<file path="src/design/tsgt_ram.sv">
// Simple dual-port memory: one write port, one registered read port.
module tsgt_ram #(
    parameter int W  = 16,
    parameter int AW = 8
) (
    input  logic          i_clk,
    input  logic          i_we,
    input  logic [AW-1:0] i_waddr,
    input  logic [W-1:0]  i_wdata,
    input  logic [AW-1:0] i_raddr,
    output logic [W-1:0]  o_rdata
);

    logic [W-1:0] r_mem [2**AW];
    logic [W-1:0] r_rdata;

    // Write port
    always_ff @(posedge i_clk) begin
        if (i_we) begin
            r_mem[i_waddr] <= i_wdata;
        end
    end

    // Registered read port
    always_ff @(posedge i_clk) begin
        r_rdata <= r_mem[i_raddr];
    end

    assign o_rdata = r_rdata;

endmodule

</file>
<file path="config.mk">
export PLATFORM = sky130hd
export DESIGN_NAME = tsgt_ram
export DESIGN_NICKNAME = d
export VERILOG_FILES = /design/src/design/tsgt_ram.sv
export SDC_FILE = /design/constraint.sdc
export NUM_CORES = 2
export LEC_CHECK = 0
export BUFFER_PORTS_ARGS = -buffer_cell sky130_fd_sc_hd__buf_4
export CAP_MARGIN = 15
export CORE_ASPECT_RATIO = 1.1
export CORE_MARGIN = 8
export CORE_UTILIZATION = 55
export CTS_CLUSTER_DIAMETER = 120
export DETAILED_ROUTE_END_ITERATION = 16
export MAX_ROUTING_LAYER = met4
export PLACE_DENSITY_LB_ADDON = 0.3
export SETUP_SLACK_MARGIN = 0.02
export SYNTH_ARGS = -nofsm -noshare
export SYNTH_HDL_FRONTEND = slang
export SYNTH_SLANG_ARGS = --single-unit
</file>
<file path="constraint.sdc">
create_clock -name i_clk -period 8.3 [get_ports i_clk]
set_input_delay 1.66 -clock i_clk [delete_from_list [all_inputs] [get_ports i_clk]]
set_output_delay 1.66 -clock i_clk [all_outputs]
set_load 0.02 [all_outputs]
</file>
# [Word level (Yosys, flattened, before mapping)]
# Memories as Yosys holds them, arrays and structs flattened. A register that Yosys moved wholly into a read port is not among the register bits.
# Index checks and enable logic that the tools add are counted.
[word_totals] reg_bits=0 ramBits=4096 output_inout_bits=16 word_cells=3 memories=1
[memory_table] name="r_mem" words=256 width=16 rd=1 rd_ports_with_merged_regs=1 write_ports=1 line="14" text="logic [W-1:0] r_mem [2**AW];"
[op_classes] n_mux=2
[op_table] cell="$mux 1" n=2

# [Logic depth before layout (Yosys ltp)]
[logic_depth] depth_word=2 ltp_mapped=12 depth_no_buf=6

# [Worst setup path after synthesis]
# Ideal clock, no wire load.
[synth_path] path_kind="input-to-reg" start="input i_waddr[3]" end="memory r_mem[235][0] (enable)" setup_time_ns=0.388 t_arrival_ns=3.437 t_required_ns=7.912 slack_ns=4.475 stages=6 path_buffers=3 cell_sequence="clkbuf_1 -> nor2b_1 -> clkbuf_1 -> nand4_1 -> clkbuf_1 -> nor2_1"
[synth_lines] item="start: declaration" line="8" text="input logic [AW-1:0] i_waddr,"
[synth_lines] item="end: declaration" line="14"
# Straight into the memory's write port.

==> results.sh <==
export IMPL_clk_path_buf_depth=4
export IMPL_worst_pin_slew_ns=1.29
export IMPL_status="finished, final reports clean"
export IMPL_route_met3_wl_um=39500
export IMPL_crit_arrival_ns=6.08
export IMPL_cp_start_kind="primary input"
export IMPL_placement_io_buffers=49
export IMPL_clock_sinks=4112
export IMPL_power_mw=43.1
export IMPL_power_density_nw_per_um2=242
export IMPL_hold_violations=0
export IMPL_syn_to_final_growth_pct=12.2
export IMPL_cts_tree="done"
export IMPL_path_max_fanout=53
export IMPL_fin_crit_sh_pct=62.9
export IMPL_first_global_vias=78500
export IMPL_hpwl_um=237000
export IMPL_clk_latency_ns=0.97
export IMPL_wl_per_cell_um=34.4
export IMPL_setup_ws_ns=3.08
export IMPL_required_ns=9.17
export IMPL_cts_htree_levels=5
export IMPL_final_nets=7771
export IMPL_skew_ns=0.0811
export IMPL_die_area_um2=306000
export IMPL_netlist_top_cell_by_area="edfxtp_1"
export IMPL_start_util_pct=55.1
export IMPL_wl_um=411000
export IMPL_cts_setup_buffers=0
export IMPL_synth_most_common_cell="edfxtp_1"
export IMPL_dieHeight_um=579
export IMPL_grt_max_degree=162
export IMPL_syn_nets=7394
export IMPL_cts_inserted_buffers=395
export IMPL_synth_area_um2=159000
export IMPL_yosys_top_cells_area="edfxtp_1 (77%), mux4_2 (11%), mux2i_1 (3.6%)"
export IMPL_rr_worst_depth=5
export IMPL_die_w_um=528
export IMPL_drtIter0Drc=10600
export IMPL_core_area_um2=288000
export IMPL_end_kind="flop"
export IMPL_max_slew_margin_rel_pct=14.0
export IMPL_path_class="primary input to flop"
export IMPL_dr_pass1_iters=6
export IMPL_yosys_warnings=0
export IMPL_num_vias=79600
export IMPL_yosysTopAreaCellShare_pct=77.5
export IMPL_drt_drc_violations_left=0
export IMPL_viasPerCell=6.67
export IMPL_path_cells="buf_8 -> buf_4 -> nor2b_1 -> a221oi_1 -> o21ai_0 -> nand4_1 -> or4b_1 -> nor4_2"
export IMPL_tns_ns=0
export IMPL_ant_nets=0
export IMPL_synth_common_cells="edfxtp_1 (4096), mux4_2 (797), mux2i_1 (565)"
export IMPL_dpl_worst_slack_ns=2.28
export IMPL_rsz0062_at_grt="false"
export IMPL_min_period_ns=5.22
export IMPL_cts_root_buffer="clkbuf_16"
export IMPL_gr_total_overflow=0
export IMPL_slowest_delay_ns=0.94
export IMPL_cts_resized=0
export IMPL_max_freq_mhz=192
export IMPL_synth_seq_cells=4112
export IMPL_syn_avg_cell_area_um2=21.6
export IMPL_wl_met1_um=150000
export IMPL_postSynth_asyncResetShare_pct=0
export IMPL_drv_cap=0
export IMPL_ys_types=52
export IMPL_setup_viol=0
export IMPL_worstHoldPathCells=6
export IMPL_topRoutingLayerUsed="met4"
export IMPL_grt_pass1_wl_um=580000
export IMPL_grt_use_total_pct=27.1
export IMPL_holdCritPathClass="flop to flop"
export IMPL_hold_buffers=0
export IMPL_slew_viol_final=0
export IMPL_synth_edff_count=4096
export IMPL_io_pins=50
export IMPL_synth_seq_area_share_pct=77.7
export IMPL_ys_flop_type="edfxtp_1"
export IMPL_rows=207
export IMPL_netlist_instances=7360
export IMPL_antenna_found_initial=18
export IMPL_drive_above_1_share_pct=24.6
export IMPL_critPathSlowestCell="nor2b_1"
export IMPL_wl_met2_um=200000
export IMPL_clk_pin_slew_worst_paths_ns=0.06
export IMPL_gp_congestion=0.897
export IMPL_ir_drop_uv=191
export IMPL_p_leak_nw=56.3
==> cells in the final DEF (no fill, tap or decap), types with 8 or more instances in the layout <==
cell type	instances
edfxtp_1	4096
mux4_2	797
mux2i_1	565
clkbuf_16	399
buf_4	372
o221ai_1	252
nor2_1	235
a21oi_1	175
o22ai_1	148
nor3_1	89
mux2_2	88
clkinv_1	80
clkinv_2	71
clkbuf_1	70
nor2_2	68
bufinv_16	47
a22oi_1	43
nand2_1	38
o21ai_0	37
a22o_1	32
a221oi_1	28
buf_8	28
buf_12	27
nand4_1	26
nand3_1	26
clkinvlp_4	20
o32ai_1	19
a211oi_1	18
nor4_1	17
o31ai_1	16
dfxtp_1	16
and3_1	11
clkinv_16	10
nor2b_1	9
nand3_2	9
diode_2	8
==> kinds of logic after synthesis <==
group	count (synthesis)	synth area share (%)
AO/OA/AOI/OAI	786	3.54
buffers and inverters	456	1.69
flip-flops	4112	77.7
multiplexers	1450	15.5
AND/OR/NAND/NOR	556	1.57
==> report_power, final <==
part           total [mW]  internal (mW)  switching (mW)
Combinational        2.10          0.700            1.40
Sequential           22.9           22.9          0.0401
Clock                18.0           10.3            7.71
==> layer usage <==
metal	global-route usage (%)	vias to the layer above
li1	-	32000
met1	35.2	41900
met3	5.11	885
met5	-	-
met4	11.8	0
met2	42.6	4844
==> registers in the layout, indices dropped and copies added (netlist names) <==
name / cells
r_mem: 4096
o_rdata: 16
==> critical path: cells and delay by family <==
kind | cells | cell delay [ns]
AND/OR/NAND/NOR | 4 | 2.46
AO/OA/AOI/OAI | 2 | 0.68
buffers and inverters | 2 | 1.11
==> area by class of cell <==
type	instances	area, µm²
sequential	4112	123000
tap	3866	4840
fill	19200	110000
timing repair buffer	432	3840
clock inverter	245	2720
antenna	8	20.0
inverter	4	27.5
multi-input combinational	2792	33000
clock buffer	470	10300
==> final timing paths <==
check                                    from  slack (ns)          to
worst max-delay path               i_raddr[1]        3.08  o_rdata[4]
worst min-delay path            r_mem[104][6]        1.05  o_rdata[6]
worst max register to register   r_mem[23][5]        5.22  o_rdata[5]
worst min register to register  r_mem[104][6]        1.05  o_rdata[6]
==> metrics by stage <==
stage / instance area [µm²] / std cells / hold slack, ns / utilization [%]
floorplan: 159000 / 7360 / 0.854 / -
global placement: 165000 / 11200 / 0.976 / 57.2
detailed placement: 165000 / 11200 / 1.04 / 57.2
CTS: 178000 / 11900 / 1.03 / 61.7
global route: 178000 / 11900 / 1.08 / 61.8
finish: 178000 / 11900 / 1.05 / 61.8
Power figures use the tool's default switching activity.
